[config.mk]
export PLATFORM = sky130hd
export DESIGN_NAME = ctrie_ctrl
export DESIGN_NICKNAME = d
export VERILOG_FILES = /design/src/ctrie_pkg.sv /design/src/ctrie_ctrl.sv
export SDC_FILE = /design/constraint.sdc
export NUM_CORES = 1
export LEC_CHECK = 0
export ABC_CLOCK_PERIOD_IN_PS = 5100
export BUFFER_PORTS_ARGS = -buffer_cell sky130_fd_sc_hd__clkbuf_2
export CAP_MARGIN = 20
export CORE_ASPECT_RATIO = 0.75
export CORE_MARGIN = 1
export CORE_UTILIZATION = 45
export DETAILED_ROUTE_END_ITERATION = 16
export PLACE_DENSITY = 0.67
export SETUP_SLACK_MARGIN = 0.05
export SLEW_MARGIN = 20
export SYNTH_ARGS = -nofsm -noshare
export SYNTH_HDL_FRONTEND = slang
export SYNTH_SLANG_ARGS = --single-unit
[constraint.sdc]
create_clock -name clk_i -period 5.1 [get_ports clk_i]
set_input_delay 1.02 -clock clk_i [delete_from_list [all_inputs] [get_ports clk_i]]
set_output_delay 1.02 -clock clk_i [all_outputs]
set_load 0.05 [all_outputs]
[src/ctrie_pkg.sv]
// Shared types and constants for the counting prefix trie.
`default_nettype none

package ctrie_pkg;

  localparam int LETTER_W    = 5;
  localparam int COUNT_OUT_W = 16;

  typedef enum logic [1:0] {
    KIND_INSERT = 2'd0,
    KIND_EXACT  = 2'd1,
    KIND_PREFIX = 2'd2,
    KIND_ERASE  = 2'd3
  } kind_e;

  typedef enum logic [1:0] {
    ST_OK   = 2'd0,
    ST_MISS = 2'd1,
    ST_FULL = 2'd2
  } status_e;

  // One input letter item
  typedef struct packed {
    kind_e                 kind;
    logic [LETTER_W-1:0]   letter;
    logic                  has_letter;
    logic                  end_of_word;
  } item_t;

  // One result item
  typedef struct packed {
    logic [COUNT_OUT_W-1:0] count;
    status_e                status;
  } res_t;

endpackage

`default_nettype wire

[src/ctrie_ctrl.sv]
// Sequencer that walks, allocates and counts trie nodes in the two RAMs.
`default_nettype none

module ctrie_ctrl
  import ctrie_pkg::*;
#(
  parameter int NODES       = 1024,
  parameter int ALPHABET    = 26,
  parameter int COUNT_WIDTH = 16,
  parameter int NW          = $clog2(NODES),
  parameter int AW          = $clog2(NODES * ALPHABET)
) (
  input  wire logic                     clk_i,
  input  wire logic                     rst_ni,
  input  wire logic                     in_valid_i,
  output logic                          in_ready_o,
  input  wire item_t                    item_i,
  input  wire logic                     out_free_i,
  output logic                          res_valid_o,
  output res_t                          res_o,
  output logic [AW-1:0]                 child_addr_o,
  output logic                          child_we_o,
  output logic                          child_re_o,
  output logic [NW-1:0]                 child_wdata_o,
  input  wire logic [NW-1:0]            child_rdata_i,
  output logic [NW-1:0]                 cnt_addr_o,
  output logic                          cnt_we_o,
  output logic                          cnt_re_o,
  output logic [2*COUNT_WIDTH-1:0]      cnt_wdata_o,
  input  wire logic [2*COUNT_WIDTH-1:0] cnt_rdata_i
);

  localparam int CW = COUNT_WIDTH;

  typedef enum logic [4:0] {
    S_CLEAR  = 5'b00001,
    S_IDLE   = 5'b00010,
    S_CHILD  = 5'b00100,
    S_COUNT  = 5'b01000,
    S_FINISH = 5'b10000
  } state_e;

  state_e         state_q, state_d;
  logic [NW-1:0]  cur_q, cur_d;
  logic [NW:0]    free_q, free_d;
  status_e        fail_q, fail_d;
  kind_e          kind_q, kind_d;
  logic           eow_q, eow_d;
  logic           walked_q, walked_d;
  logic [AW-1:0]  slot_q, slot_d;
  logic [AW-1:0]  clr_q, clr_d;
  logic [NW-1:0]  node_q, node_d;
  res_t           res_q, res_d;

  logic [AW-1:0]  slot_addr;
  logic           letter_ok;
  logic           accept;
  logic [CW-1:0]  end_v, pfx_v, end_n, pfx_n, cnt_sel;
  logic [CW+COUNT_OUT_W-1:0] cnt_ext;

  assign slot_addr = AW'(cur_q) * AW'(ALPHABET) + AW'(item_i.letter);
  assign letter_ok = {{(32-LETTER_W){1'b0}}, item_i.letter} < 32'(ALPHABET);
  assign accept    = in_valid_i && in_ready_o;
  assign in_ready_o = (state_q == S_IDLE);

  assign end_v = cnt_rdata_i[2*CW-1:CW];
  assign pfx_v = cnt_rdata_i[CW-1:0];

  // Saturating prefix and end count updates for the node just read
  always_comb begin
    pfx_n = pfx_v;
    end_n = end_v;
    if (walked_q) begin
      if (kind_q == KIND_INSERT) begin
        pfx_n = (pfx_v == {CW{1'b1}}) ? pfx_v : pfx_v + 1'b1;
      end else if (kind_q == KIND_ERASE) begin
        pfx_n = (pfx_v == '0) ? pfx_v : pfx_v - 1'b1;
      end
    end
    if (eow_q) begin
      if (kind_q == KIND_INSERT) begin
        end_n = (end_v == {CW{1'b1}}) ? end_v : end_v + 1'b1;
      end else if (kind_q == KIND_ERASE) begin
        end_n = (end_v == '0) ? end_v : end_v - 1'b1;
      end
    end
    case (kind_q)
      KIND_EXACT:  cnt_sel = end_v;
      KIND_PREFIX: cnt_sel = pfx_n;
      default:     cnt_sel = end_n;
    endcase
  end

  assign cnt_ext = {{COUNT_OUT_W{1'b0}}, cnt_sel};

  always_comb begin
    state_d       = state_q;
    cur_d         = cur_q;
    free_d        = free_q;
    fail_d        = fail_q;
    kind_d        = kind_q;
    eow_d         = eow_q;
    walked_d      = walked_q;
    slot_d        = slot_q;
    clr_d         = clr_q;
    node_d        = node_q;
    res_d         = res_q;
    child_addr_o  = slot_addr;
    child_we_o    = 1'b0;
    child_re_o    = 1'b0;
    child_wdata_o = '0;
    cnt_addr_o    = cur_q;
    cnt_we_o      = 1'b0;
    cnt_re_o      = 1'b0;
    cnt_wdata_o   = {end_n, pfx_n};
    res_valid_o   = 1'b0;

    unique case (state_q)
      S_CLEAR: begin
        // Zero every child slot, and the count entries on the way
        child_addr_o = clr_q;
        child_we_o   = 1'b1;
        cnt_addr_o   = clr_q[NW-1:0];
        cnt_we_o     = 1'b1;
        cnt_wdata_o  = '0;
        clr_d        = clr_q + 1'b1;
        if (clr_q == AW'(NODES * ALPHABET - 1)) begin
          state_d = S_IDLE;
        end
      end
      S_IDLE: begin
        if (accept) begin
          kind_d   = item_i.kind;
          eow_d    = item_i.end_of_word;
          slot_d   = slot_addr;
          walked_d = 1'b0;
          res_d    = '{count: '0, status: fail_q};
          if (item_i.has_letter && fail_q == ST_OK && letter_ok) begin
            child_re_o = 1'b1;
            state_d    = S_CHILD;
          end else if (item_i.has_letter && fail_q == ST_OK) begin
            fail_d = ST_MISS;
            res_d  = '{count: '0, status: ST_MISS};
            if (item_i.end_of_word) begin
              state_d = S_FINISH;
            end
          end else if (item_i.end_of_word) begin
            if (fail_q == ST_OK) begin
              cnt_re_o = 1'b1;
              node_d   = cur_q;
              state_d  = S_COUNT;
            end else begin
              state_d = S_FINISH;
            end
          end
        end
      end
      S_CHILD: begin
        if (child_rdata_i == '0 && kind_q != KIND_INSERT) begin
          fail_d  = ST_MISS;
          res_d   = '{count: '0, status: ST_MISS};
          state_d = eow_q ? S_FINISH : S_IDLE;
        end else if (child_rdata_i == '0 && free_q >= (NW+1)'(NODES)) begin
          fail_d  = ST_FULL;
          res_d   = '{count: '0, status: ST_FULL};
          state_d = eow_q ? S_FINISH : S_IDLE;
        end else begin
          if (child_rdata_i == '0) begin
            // Allocate the next free node into this slot
            child_addr_o  = slot_q;
            child_we_o    = 1'b1;
            child_wdata_o = free_q[NW-1:0];
            free_d        = free_q + 1'b1;
            node_d        = free_q[NW-1:0];
          end else begin
            node_d = child_rdata_i;
          end
          cur_d      = node_d;
          cnt_addr_o = node_d;
          if (kind_q == KIND_INSERT || kind_q == KIND_ERASE || eow_q) begin
            cnt_re_o = 1'b1;
            walked_d = 1'b1;
            state_d  = S_COUNT;
          end else begin
            state_d = S_IDLE;
          end
        end
      end
      S_COUNT: begin
        cnt_addr_o = node_q;
        cnt_we_o   = 1'b1;
        res_d      = '{count: cnt_ext[COUNT_OUT_W-1:0], status: ST_OK};
        state_d    = eow_q ? S_FINISH : S_IDLE;
      end
      S_FINISH: begin
        if (out_free_i) begin
          res_valid_o = 1'b1;
          cur_d       = '0;
          fail_d      = ST_OK;
          state_d     = S_IDLE;
        end
      end
      default: begin
        state_d = S_CLEAR;
      end
    endcase
  end

  assign res_o = res_q;

  always_ff @(posedge clk_i or negedge rst_ni) begin
    if (!rst_ni) begin
      state_q <= S_CLEAR;
      cur_q   <= '0;
      free_q  <= (NW+1)'(1);
      fail_q  <= ST_OK;
      clr_q   <= '0;
    end else begin
      state_q <= state_d;
      cur_q   <= cur_d;
      free_q  <= free_d;
      fail_q  <= fail_d;
      clr_q   <= clr_d;
    end
  end

  always_ff @(posedge clk_i) begin
    kind_q   <= kind_d;
    eow_q    <= eow_d;
    walked_q <= walked_d;
    slot_q   <= slot_d;
    node_q   <= node_d;
    res_q    <= res_d;
  end

  a_free_bound: assert property (@(posedge clk_i) disable iff (!rst_ni)
    free_q <= (NW+1)'(NODES))
    else $error("free node pointer beyond pool");

  a_cur_alloc: assert property (@(posedge clk_i) disable iff (!rst_ni)
    (NW+1)'(cur_q) < free_q)
    else $error("current node not allocated");

  a_child_port: assert property (@(posedge clk_i) disable iff (!rst_ni)
    !(child_we_o && child_re_o))
    else $error("child RAM read and write in one cycle");

  a_no_walk_after_fail: assert property (@(posedge clk_i) disable iff (!rst_ni)
    (state_q == S_CHILD || state_q == S_COUNT) |-> fail_q == ST_OK)
    else $error("walk continued after a failed letter");

  a_finish_hold: assert property (@(posedge clk_i) disable iff (!rst_ni)
    (state_q == S_FINISH && !out_free_i) |=> state_q == S_FINISH)
    else $error("result dropped while output busy");

endmodule

`default_nettype wire

Yosys cells after proc, flatten, opt, wreduce, memory -nomap -nowiden
Index checks and enable logic that the tools add are counted.

Register bits: 90. Latch bits: 0. Output and inout bits: 91. Logic and storage cells: 158. Memory bits (writable): 0. Memories: 0. ROM bits: 0. Input port bits: 55.

Multiplexer cells: 84. Div/mod/pow operators: 0. Eq/ne operators: 24. Multipliers: 1. Bitwise gates (word level): 2. Add/subtract/negate cells: 7. Reductions and logical operators: 26. Order comparisons: 2. Shift-type cells: 0.

Operator list (count): two-way mux 16 bit (10); two-way mux 10 bit (15); two-way mux 5 bit (11); two-way mux 18 bit (3); one-hot mux 18 bit (3 select lines) (1); two-way mux 15 bit (3); one-hot mux 10 bit (2 select lines) (2); adder 16 x 1 -> 16 bit (second input constant) (2); equality test 16 bit (second input constant) (2); zero test 16 bit (2); two-way mux 32 bit (1); one-hot mux 16 bit (2 select lines) (1); subtractor 16 x 1 -> 16 bit (second input constant) (2); one-hot mux 10 bit (3 select lines) (1); one-hot mux 15 bit (2 select lines) (1); one-hot mux 5 bit (5 select lines) (1); two-way mux 1 bit (21); two-way mux 2 bit (8); adder 15 x 1 -> 15 bit (second input constant) (1); adder 15 x 5 -> 15 bit (1); equality test 15 bit (second input constant) (1); multiplier 10 x 4 -> 14 bit (second input constant) (1); != test 2 bit (second input constant) (7); adder 11 x 1 -> 11 bit (second input constant) (1); other kinds (29) (47).

Longest topological paths before layout
Gate-level depths: netlist of run 1.

Depth in word-level cells: 7. Depth in mapped cells: 12. Mapped depth without buffers: 12.

Worst setup path after synthesis of run 1
No wires, ideal clock.

Kind: register to output. Start point: register cur_q[1]. End point: output port child_addr_o[14]. Arrival: 3543 ps. Data required time: 4080 ps. Cell stages (with the launch flop): 11. Buffers on the path: 0. Setup slack: 537 ps. Cell sequence: dfrtp_1 -> ha_1 -> fa_1 -> fa_1 -> a21o_1 -> a21oi_1 -> xor2_1 -> nor4b_1 -> nand4_1 -> xor2_1 -> a21o_1.

Word-level cells in the longest chain between the ends: 6.

Ends and longest elaborated chain: start, declared (line ctrie_ctrl.sv:44) `logic [NW-1:0] cur_q, cur_d;`; start signal, assigned (line ctrie_ctrl.sv:220) `cur_q <= cur_d;`; multiplier 10 x 4 -> 14 bit (*) (line ctrie_ctrl.sv:61) `assign slot_addr = AW'(cur_q) * AW'(ALPHABET) + AW'(item_i.letter);`; adder 15 x 5 -> 15 bit (*) (line ctrie_ctrl.sv:61); via slot_addr[14] (line ctrie_ctrl.sv:55) `logic [AW-1:0] slot_addr;`; two-way mux 15 bit (line ctrie_ctrl.sv:168) `if (child_rdata_i == '0) begin`; two-way mux 15 bit (line ctrie_ctrl.sv:163) `end else if (child_rdata_i == '0 && free_q >= (NW+1)'(NODES)) begin`; two-way mux 15 bit (line ctrie_ctrl.sv:159) `if (child_rdata_i == '0 && kind_q != KIND_INSERT) begin`; one-hot mux 15 bit (2 select lines) (*) (line ctrie_ctrl.sv:118) `unique case (state_q)`; end, declared (line ctrie_ctrl.sv:21) `output logic [AW-1:0] child_addr_o,`.

Mark *: on every way through the listed nets, which the timed path passes. The rest lies on a longest branch.

Worst setup path after layout of run 1
Same ends and word-level chain as after synthesis.

==> reports/qor.csv, run 1 <==
stage,metric,value,unit
placed_design,dp_cells,1214,
outcome,status,"finished, violations left",
critical_path,cp_max_fo,8,
power,p_sw,2.22,mW
power,clockPowerShare,16.2,%
route,vias_per_cell,6.17,
floorplan,die_height,115,µm
clocking,root_buffer,clkbuf_16,
placed_design,post-dp-hpwl,18700,µm
yosys,syn_nets,992,
floorplan,dieArea,17500,µm²
yosys,synth.distinct_cells,89,
yosys,ys_ff_latch,90,
floorplan,start_util,46.8,%
critical_path,worst_ep_arrival_time,3880,ps
sta,hold_ws,470,ps
power,p_leak,4.10,nW
layout,nNetsFinal,1118,
sta,fmax,0.204,GHz
sta,hold_viol_final,0,
layout,multi_input_area,4850,µm²
critical_path,cp.required,4080,ps
placed_design,placed_cell_area,8510,µm²
global_routing,grt_pass1_vias,6603,
sta,slew_headroom,44.3,%
clocking,cts_buffer_depth,2,
layout,drive_gt1_share,21.7,%
clocking,clk_latency,360,ps
floorplan,io_pins,146,
clocking,cts_tree,built,
clocking,clk_pin_slew,70,ps
sta,finClkSkew,11.7,ps
power,power,4.14,mW
route,firstDrtPassIters,13,
route,postRouteAntennaNets,0,
yosys,synth_area,7630,µm²
route,routed_wl,24700,µm
sta,tns,0,ps
critical_path,path_class,reg -> out,
sta,rsz0062_at_grt,false,
floorplan,dieWidth,152,µm
min_path,worstHoldPathType,reg -> reg,
power,peakVddDrop,0.207,mV
route,wire_per_inst,20.0,µm
global_routing,antenna_found_initial,0,
outcome,violations,DRC,
yosys,dominantRegCellSynth,edfxtp_1,
yosys,synth.avg_cell_area,8.56,µm²
power,p_per_area,465,nW/µm²
sta,finalWorstSetupSlack,204,ps
clocking,cts-buffers-inserted,9,
yosys,synthCells,891,
clocking,htreeDepth,3,
sta,fin_crit,4900,ps
sta,slew_violations,0,
placed_design,post-place-ws,148,ps
yosys,yosysWarnings,0,
route,drc,6,
layout,fin_util,54.6,%
critical_path,crit_path_start_kind,register,
sta,worst_pin_slew,832,ps
placed_design,io_buffers,145,
placed_design,gp_congestion,0.951,
job,drv_cap,0,
power,p_int,1.92,mW
yosys,synth_edf_count,47,
sta,setup_viol,0,
route,dr.first_iter.drc_count,913,
power,sw_frac_of_total,53.7,%
power,power_frac_seq,25.7,%
global_routing,grt_overflow_total,0,
layout,insertedDiodeCount,0,
layout,fin_cells,1232,
power,pwr-share-comb,58.0,%
global_routing,grt_pass1_wl,38300,µm
yosys,synthTopCellsByArea,"edfxtp_1 19%, dfrtp_1 13%, ha_1 6.2%",
yosys,async_reset_ff_share,47.8,%
global_routing,track_usage,28.5,%
floorplan,coreArea,16300,µm²
yosys,yosysSeqAreaShare,32.6,%
layout,fillers,1578,
yosys,yosys.area.top_type,edfxtp_1,
global_routing,grt_max_degree,50,
layout,final_area,8910,µm²
critical_path,endpoint_kind,output port,
sta,fin_crit_sh,96.0,%
floorplan,core.rowCount,40,
route,vias,7606,
clocking,cts.sinks,90,
layout,register_area,2490,µm²
yosys,synth_top_area_share,18.5,%
layout,area_growth,16.8,%
-- critical path, cell delays in order, from the launching register on --
cell      delay (ps)
dfrtp_2          470
ha_1             340
fa_1             520
fa_2             630
inv_1             80
nor3_2           200
mux2i_2          150
nor4b_4          370
nand4_1          190
xor2_2           200
a21o_1           180
clkbuf_4         200
-- layer usage --
| layer | vias to the layer above | track usage [%] | share of wire, % |
|---|---|---|---|
| met1 | 3612 | 45.0 | 48 |
| met4 | 0 | 6.60 | 1.5 |
| met5 | - | 0 | 0 |
| li1 | 3537 | - | - |
| met2 | 430 | 38.6 | 40 |
| met3 | 27 | 6.33 | 11 |
-- cells by family (layout without fill, tap and decap cells) --
| group | count (synthesis) | count (layout) | synth area share, % |
|---|---|---|---|
| AOI/OAI and AO/OA | 215 | 215 | 20.5 |
| xor gates and xnor gates | 66 | 66 | 7.58 |
| adders and majority gates | 46 | 46 | 8.33 |
| buffers and inverters | 86 | 217 | 5.04 |
| DFF | 90 | 90 | 32.6 |
| muxes | 10 | 10 | 1.36 |
| and+or+nand+nor | 378 | 378 | 24.6 |
-- final timing paths --
path / start / end / slack (ps) / cells after the start
setup / recovery: cur_q[1] / child_addr_o[14] / 200 / 11
hold / removal: free_q[10] / free_q[10] / 470 / 1
setup reg to reg: cur_q[1] / slot_q[14] / 1700 / 9
hold reg to reg: free_q[10] / free_q[10] / 470 / 1
max in group asynchronous: rst_ni / cur_q[1] / 3900 / 2
min in group asynchronous: rst_ni / clr_q[12] / 760 / 2
-- Yosys cell counts (31+ instances only) --
| cell | n |
|---|---|
| nand2_1 | 117 |
| o21ai_0 | 34 |
| nand3_1 | 33 |
| nor2_1 | 80 |
| edfxtp_1 | 47 |
| xnor2_1 | 41 |
| dfrtp_1 | 41 |
| a21oi_1 | 44 |
| inv_1 | 37 |
| ha_1 | 38 |
| clkbuf_1 | 31 |
| nor3_1 | 32 |
-- power by group through the flow --
| stage | clock, mW | sequential [mW] | combinational (mW) |
|---|---|---|---|
| after global routing | 0.717 | 1.08 | 2.56 |
| after floorplan | 0 | 1.07 | 1.71 |
| after detailed placement | 0 | 1.08 | 2.32 |
| after global placement | 0 | 1.07 | 2.30 |
| final | 0.673 | 1.07 | 2.41 |
| after CTS | 0.685 | 1.06 | 2.34 |
-- registers in the layout, summed over array words and instances, names as in the netlist --
register,count
clr_q,15
cur_q,10
eow_q,1
fail_q,2
free_q,11
kind_q,2
node_q,10
res_o,18
slot_q,15
state_q,5
walked_q,1
-- cells in the final DEF, fill, tap and decap left out, drive strengths merged, types with 8 or more instances in the layout --
cell type  instances
clkbuf           155
edfxtp            47
or3                9
buf               18
a211oi            13
o21ai             36
and3              24
and2              27
inv               39
xor2              25
nor2              80
xnor2             41
nand2            118
o221ai            11
a22oi             16
nand4              9
dfrtp             41
ha                38
nand3             33
a21oi             44
fa                 8
nor3              32
a222oi             9
a21o               8
-- final cells by class --
type	instances	area share (%)
multi-input cells	715	54.4
inverters	38	1.60
clock inverters	6	0.520
flip-flops and latches	90	28.0
clock buffers	10	2.81
repair buffers	163	9.77
well taps	210	2.95
-- what timing repair did --
action	4_1_cts	5_1_grt
hold buffers	0	0
setup buffers	0	2
resized for setup	6	13
endpoints found under the setup margin	4	5
pin swaps	1	2
endpoints found under the hold margin	0	0
No activity file was read; power rests on OpenSTA's default activity.
==> run 2: changes to the inputs <==
==> constraint.sdc (replaced) <==
create_clock -name clk_i -period 5.1 [get_ports clk_i]
set_input_delay 0.255 -clock clk_i [delete_from_list [all_inputs] [get_ports clk_i]]
set_output_delay 0.255 -clock clk_i [all_outputs]
set_load 0.05 [all_outputs]
==> run 2 against run 1 <==
Net effect:
- the flow still finishes with violations (DRC)
- final cell count is 0.49% lower
- worst setup slack better by 300 ps
- total power is 1.8% lower
- die area stayed put
- clock-buffer cell count is 1 higher
- via count is 2.1% lower
- clock skew is 2.6 ps lower
- design area is 1.5% lower
- critical path depth stayed put
- routed wire length is 1.7% lower
==> reports/qor.csv, run 2 (synthesis results as in run 1) <==
stage,metric,value,unit
clocking,clk_pin_slew,70,ps
outcome,status,"finished, violations left",
job,drv_cap,0,
layout,nNetsFinal,1112,
clocking,clk_latency,350,ps
layout,area_growth,15.0,%
global_routing,grt_pass1_wl,37700,µm
route,firstDrtPassIters,13,
min_path,worstHoldPathType,in -> reg,
sta,hold_viol_final,0,
critical_path,path_buf_inv,1,
global_routing,grt_max_degree,44,
outcome,violations,DRC,
layout,final_area,8770,µm²
placed_design,io_buffers,145,
route,drc,6,
route,vias,7448,
route,vias_per_cell,6.08,
sta,finClkSkew,9.10,ps
floorplan,coreArea,16300,µm²
critical_path,reg2reg_from,cur_q[1],
clocking,cts_tree,built,
floorplan,die_height,115,µm
floorplan,dieWidth,152,µm
sta,worst_pin_slew,910,ps
clocking,root_buffer,clkbuf_16,
critical_path,r2r_setup_slack,1320,ps
power,pwr-share-comb,57.6,%
clocking,hold_buffers,1,
power,peakVddDrop,0.229,mV
global_routing,grt_pass1_vias,6466,
critical_path,cp_slowest_stage_delay,670,ps
route,postRouteAntennaNets,0,
sta,fin_crit,4600,ps
layout,largest_reg_flops,18,
layout,multi_input_area,4770,µm²
placed_design,placed_cell_area,8470,µm²
power,p_sw,2.18,mW
critical_path,critPathTopFamily,adder cells,
critical_path,r2r-end,slot_q[14],
floorplan,dieArea,17500,µm²
placed_design,gp_congestion,0.942,
critical_path,cp.required,4850,ps
sta,fmax,0.217,GHz
critical_path,worst_setup_path_endpoint,child_addr_o[14],
critical_path,path_cells,ha_1 > fa_1 > fa_1 > a21o_1 > a21oi_1 > xor2_1 > nor4b_1 > nand4_1 > xor2_1 > a21o_1 > clkbuf_2,
sta,tns,0,ps
power,p_int,1.88,mW
critical_path,worst_ep_arrival_time,4350,ps
critical_path,path_class,reg -> out,
placed_design,post-dp-hpwl,18400,µm
critical_path,cp.depth,11,
global_routing,grt_overflow_total,0,
layout,layout.cells.most_common_list,"145 x clkbuf_2, 117 x nand2_1, 80 x nor2_1",
layout,drive_gt1_share,19.9,%
route,top_layer,met4,
sta,slew_violations,0,
route,wl_met1,12100,µm
critical_path,crit_start,cur_q[1],
layout,insertedDiodeCount,0,
sta,slew_headroom,39.3,%
clocking,post_cts_buffers,0,
power,p_leak,4.04,nW
critical_path,endpoint_kind,output port,
critical_path,crit_path_start_kind,register,
critical_path,cp_max_fo,8,
sta,fin_crit_sh,90.2,%
sta,rsz0062_at_grt,false,
clocking,htreeDepth,3,
floorplan,io_pins,146,
clocking,cts_buffer_depth,2,
floorplan,core.rowCount,40,
power,p_per_area,464,nW/µm²
route,routed-wl-met2,9350,µm
sta,setup_viol,0,
route,wire_per_inst,19.8,µm
clocking,cts-buffers-inserted,9,
route,met3_length,2490,µm
layout,register_area,2490,µm²
floorplan,start_util,46.8,%
power,power_frac_seq,26.1,%
critical_path,crit_path_top_delay_cell,nor4b_1,
global_routing,antenna_found_initial,0,
power,sw_frac_of_total,53.7,%
route,dr.first_iter.drc_count,875,
clocking,post_cts_resized,0,
layout,fillers,1543,
global_routing,track_usage,28.0,%
route,routed_wl,24300,µm
clocking,cts.sinks,90,
power,clockPowerShare,16.4,%
layout,final_common_cell,clkbuf_2,
critical_path,r2r_cells,9,
run 2: cell types whose count changed in the layout (fill, tap and decap cells not counted), moves of 2 or more:
cell      previous run  this run
buf_4               18        11
clkbuf_2           141       145
clkbuf_4             4         0
clkinv_4             3         1
run 2: cell type report:
class	count	area share, %
inverter	38	1.63
clock inverter	5	0.399
multi-input combinational	715	54.4
timing repair buffer	157	9.33
sequential	90	28.4
tap	210	2.99
clock buffer	11	2.90
run 2: worst min-delay path by stage:
stage                     cells after the start  slack [ps]  startpoint   endpoint
after floorplan                               0         -40      rst_ni   clr_q[0]
after global placement                        2         370      rst_ni  clr_q[14]
after detailed placement                      2         380      rst_ni  clr_q[14]
after CTS                                     1          80   item_i[2]  slot_q[0]
after global routing                          1          90   item_i[2]  slot_q[0]
final                                         1          90   item_i[8]  kind_q[1]
run 2: layer usage:
metal | global-route usage (%) | vias to the layer above
li1 | - | 3536
met1 | 44.9 | 3500
met2 | 37.2 | 385
met3 | 5.88 | 27
met4 | 6.67 | 0
met5 | 0 | -
run 2: power by group through the flow:
stage	Combinational (mW)	Clock (mW)	Sequential, mW
floorplan	1.71	0	1.07
global placement	2.30	0	1.07
detailed placement	2.32	0	1.07
CTS	2.33	0.681	1.06
global route	2.51	0.706	1.08
finish	2.34	0.665	1.06
run 2: per-stage QoR:
| step | std cells | worst slack (ps) | hold WS (ps) | util, % | power, mW |
|---|---|---|---|---|---|
| 2_1_floorplan | 891 | 1300 | -40.6 | - | 2.78 |
| 3_3_place_gp | 1208 | 1010 | 369 | 51.9 | 3.37 |
| 3_5_place_dp | 1209 | 962 | 378 | 51.9 | 3.39 |
| 4_1_cts | 1226 | 472 | 79.0 | 53.8 | 4.07 |
| 5_1_grt | 1226 | 253 | 86.7 | 53.8 | 4.29 |
| 6_report | 1226 | 500 | 94.1 | 53.8 | 4.07 |
==> run 3: changes to the inputs <==
--- a/config.mk
+++ b/config.mk
@@ -13,6 +13,7 @@
 export CORE_UTILIZATION = 45
 export DETAILED_ROUTE_END_ITERATION = 16
 export PLACE_DENSITY = 0.67
+export REMOVE_ABC_BUFFERS = 1
 export SETUP_SLACK_MARGIN = 0.05
 export SLEW_MARGIN = 20
 export SYNTH_ARGS = -nofsm -noshare
==> run 3 against run 2 <==
Net effect:
- the flow still finishes with violations (DRC)
- total power rose by 1.1%
- worst hold slack got worse by 16 ps
- routed wire length fell by 3.2%
- die area did not move
- final cell count did not move
- non-clock buffer count did not move
- clock power rose by 7.8%
- combinational power barely moved
- clock skew rose by 0.50 ps
- sequential cell count did not move
- global-route usage fell by 0.82 points
- sequential power barely moved
- highest routed layer unchanged
==> reports/qor.csv, run 3 (synthesis results as in run 1) <==
stage,metric,value,unit
sta,fin_crit_sh,88.5,%
route,postRouteAntennaNets,0,
power,peakVddDrop,0.222,mV
route,wire_per_inst,19.2,µm
power,sw_frac_of_total,53.1,%
critical_path,path_class,reg -> out,
clocking,clk_latency,360,ps
power,p_leak,4.05,nW
clocking,cts_buffer_depth,2,
power,p_sw,2.18,mW
layout,layout.cells.most_common_list,"145 x clkbuf_2, 117 x nand2_1, 79 x nor2_1",
critical_path,r2r_cells,9,
sta,tns,0,ps
sta,hold_viol_final,0,
sta,slew_violations,0,
layout,drive_gt1_share,20.1,%
floorplan,coreArea,16300,µm²
critical_path,cp.required,4850,ps
global_routing,antenna_found_initial,0,
min_path,worstHoldPathType,in -> reg,
critical_path,cp_slowest_stage_delay,620,ps
clocking,root_buffer,clkbuf_16,
sta,fin_crit,4520,ps
clocking,cts_tree,built,
route,firstDrtPassIters,13,
power,power_frac_seq,25.6,%
job,drv_cap,0,
placed_design,gp_congestion,0.967,
sta,slew_headroom,36.1,%
critical_path,endpoint_kind,output port,
route,dr.first_iter.drc_count,869,
route,drc,8,
global_routing,grt_pass1_wl,36900,µm
global_routing,track_usage,27.2,%
floorplan,core.rowCount,40,
route,vias_per_cell,6.09,
power,p_per_area,467,nW/µm²
layout,nNetsFinal,1112,
layout,fillers,1561,
sta,setup_viol,0,
floorplan,dieArea,17500,µm²
critical_path,crit_path_start_kind,register,
critical_path,crit_path_top_delay_cell,nor4b_1,
outcome,violations,DRC,
floorplan,io_pins,146,
clocking,cts-buffers-inserted,9,
min_path,hold_end,kind_q[0],
global_routing,grt_pass1_vias,6558,
layout,area_growth,15.5,%
critical_path,r2r-end,slot_q[14],
route,routed_wl,23500,µm
clocking,cts.sinks,90,
sta,finClkSkew,9.60,ps
sta,worst_pin_slew,954,ps
global_routing,grt_overflow_total,0,
floorplan,die_height,115,µm
placed_design,post-place-ws,967,ps
power,clockPowerShare,17.4,%
critical_path,worst_ep_arrival_time,4260,ps
placed_design,io_buffers,145,
clocking,post_cts_buffers,0,
clocking,clk_pin_slew,70,ps
layout,insertedDiodeCount,0,
outcome,status,"finished, violations left",
floorplan,dieWidth,152,µm
clocking,post_cts_resized,0,
placed_design,post-dp-hpwl,17800,µm
sta,fmax,0.221,GHz
route,vias,7461,
power,p_int,1.93,mW
power,pwr-share-comb,57.0,%
critical_path,path_cells,ha_1 > fa_1 > fa_1 > a21o_1 > a21oi_1 > xor2_1 > nor4b_1 > nand4_1 > xor2_1 > a21o_1 > clkbuf_2,
floorplan,start_util,46.8,%
layout,largest_reg_flops,18,
sta,rsz0062_at_grt,false,
clocking,hold_buffers,1,
critical_path,cp_max_fo,8,
critical_path,r2r_setup_slack,1370,ps
global_routing,grt_max_degree,44,
min_path,hold_start,item_i[7],
clocking,htreeDepth,3,
min_path,min_path_cells,1,
layout,final_common_cell,clkbuf_2,
sta,finalWorstSetupSlack,585,ps
critical_path,reg2reg_from,cur_q[1],
[run 3: through the flow]
| step | hold slack, ps | cell area (µm²) | utilization, % | std cells | power [mW] |
|---|---|---|---|---|---|
| after CTS | 67.1 | 8810 | 54.0 | 1226 | 4.11 |
| final | 78.4 | 8810 | 54.0 | 1226 | 4.11 |
| after detailed placement | 386 | 8470 | 51.9 | 1209 | 3.39 |
| after global routing | 72.1 | 8810 | 54.0 | 1226 | 4.34 |
| after global placement | 382 | 8470 | 51.9 | 1209 | 3.37 |
| after floorplan | -40.6 | 7390 | - | 843 | 2.75 |
[run 3: routing by layer]
metal  share of wire (%)  vias to the layer above  wire length [µm]  GRT usage, %
met5                   0                        -                 0             0
met4                0.88                        0               207          5.44
met3                  11                       23              2560          6.14
met2                  39                      414              9070          36.7
met1                  50                     3494             11700          43.3
li1                    -                     3530                 -             -
[run 3: layout make-up]
class	instances	area (µm²)	area share [%]
inverter	38	143	1.62
timing repair buffer	157	818	9.29
clock inverter	5	46.3	0.526
tap	210	263	2.98
sequential	90	2490	28.3
multi-input combinational	715	4770	54.2
clock buffer	11	275	3.12
[run 3: power groups by stage]
stage	clock [mW]	combinational [mW]	sequential, mW
after floorplan	0	1.67	1.08
after global placement	0	2.31	1.06
after detailed placement	0	2.33	1.06
after CTS	0.726	2.34	1.05
after global routing	0.754	2.52	1.07
final	0.717	2.34	1.05
[run 3: critical path, delay by kind of cell (launching register included)]
| family | cells | cell delay, ps |
|---|---|---|
| adder cells (fa/ha/maj) | 3 | 1370 |
| AND/OR/NAND/NOR | 2 | 800 |
| AO/OA/AOI/OAI | 3 | 550 |
| flip-flops | 1 | 490 |
| XOR/XNOR | 2 | 400 |
| buffers and inverters | 1 | 270 |
[run 3: worst max-delay path by stage]
stage / from / endpoint / slack, ps
detailed placement: cur_q[1] / child_addr_o[14] / 970
finish: cur_q[1] / child_addr_o[14] / 580
CTS: cur_q[1] / child_addr_o[14] / 570
global placement: cur_q[1] / child_addr_o[14] / 1050
global route: cur_q[1] / child_addr_o[14] / 320
floorplan: state_q[2] / child_addr_o[11] / -580
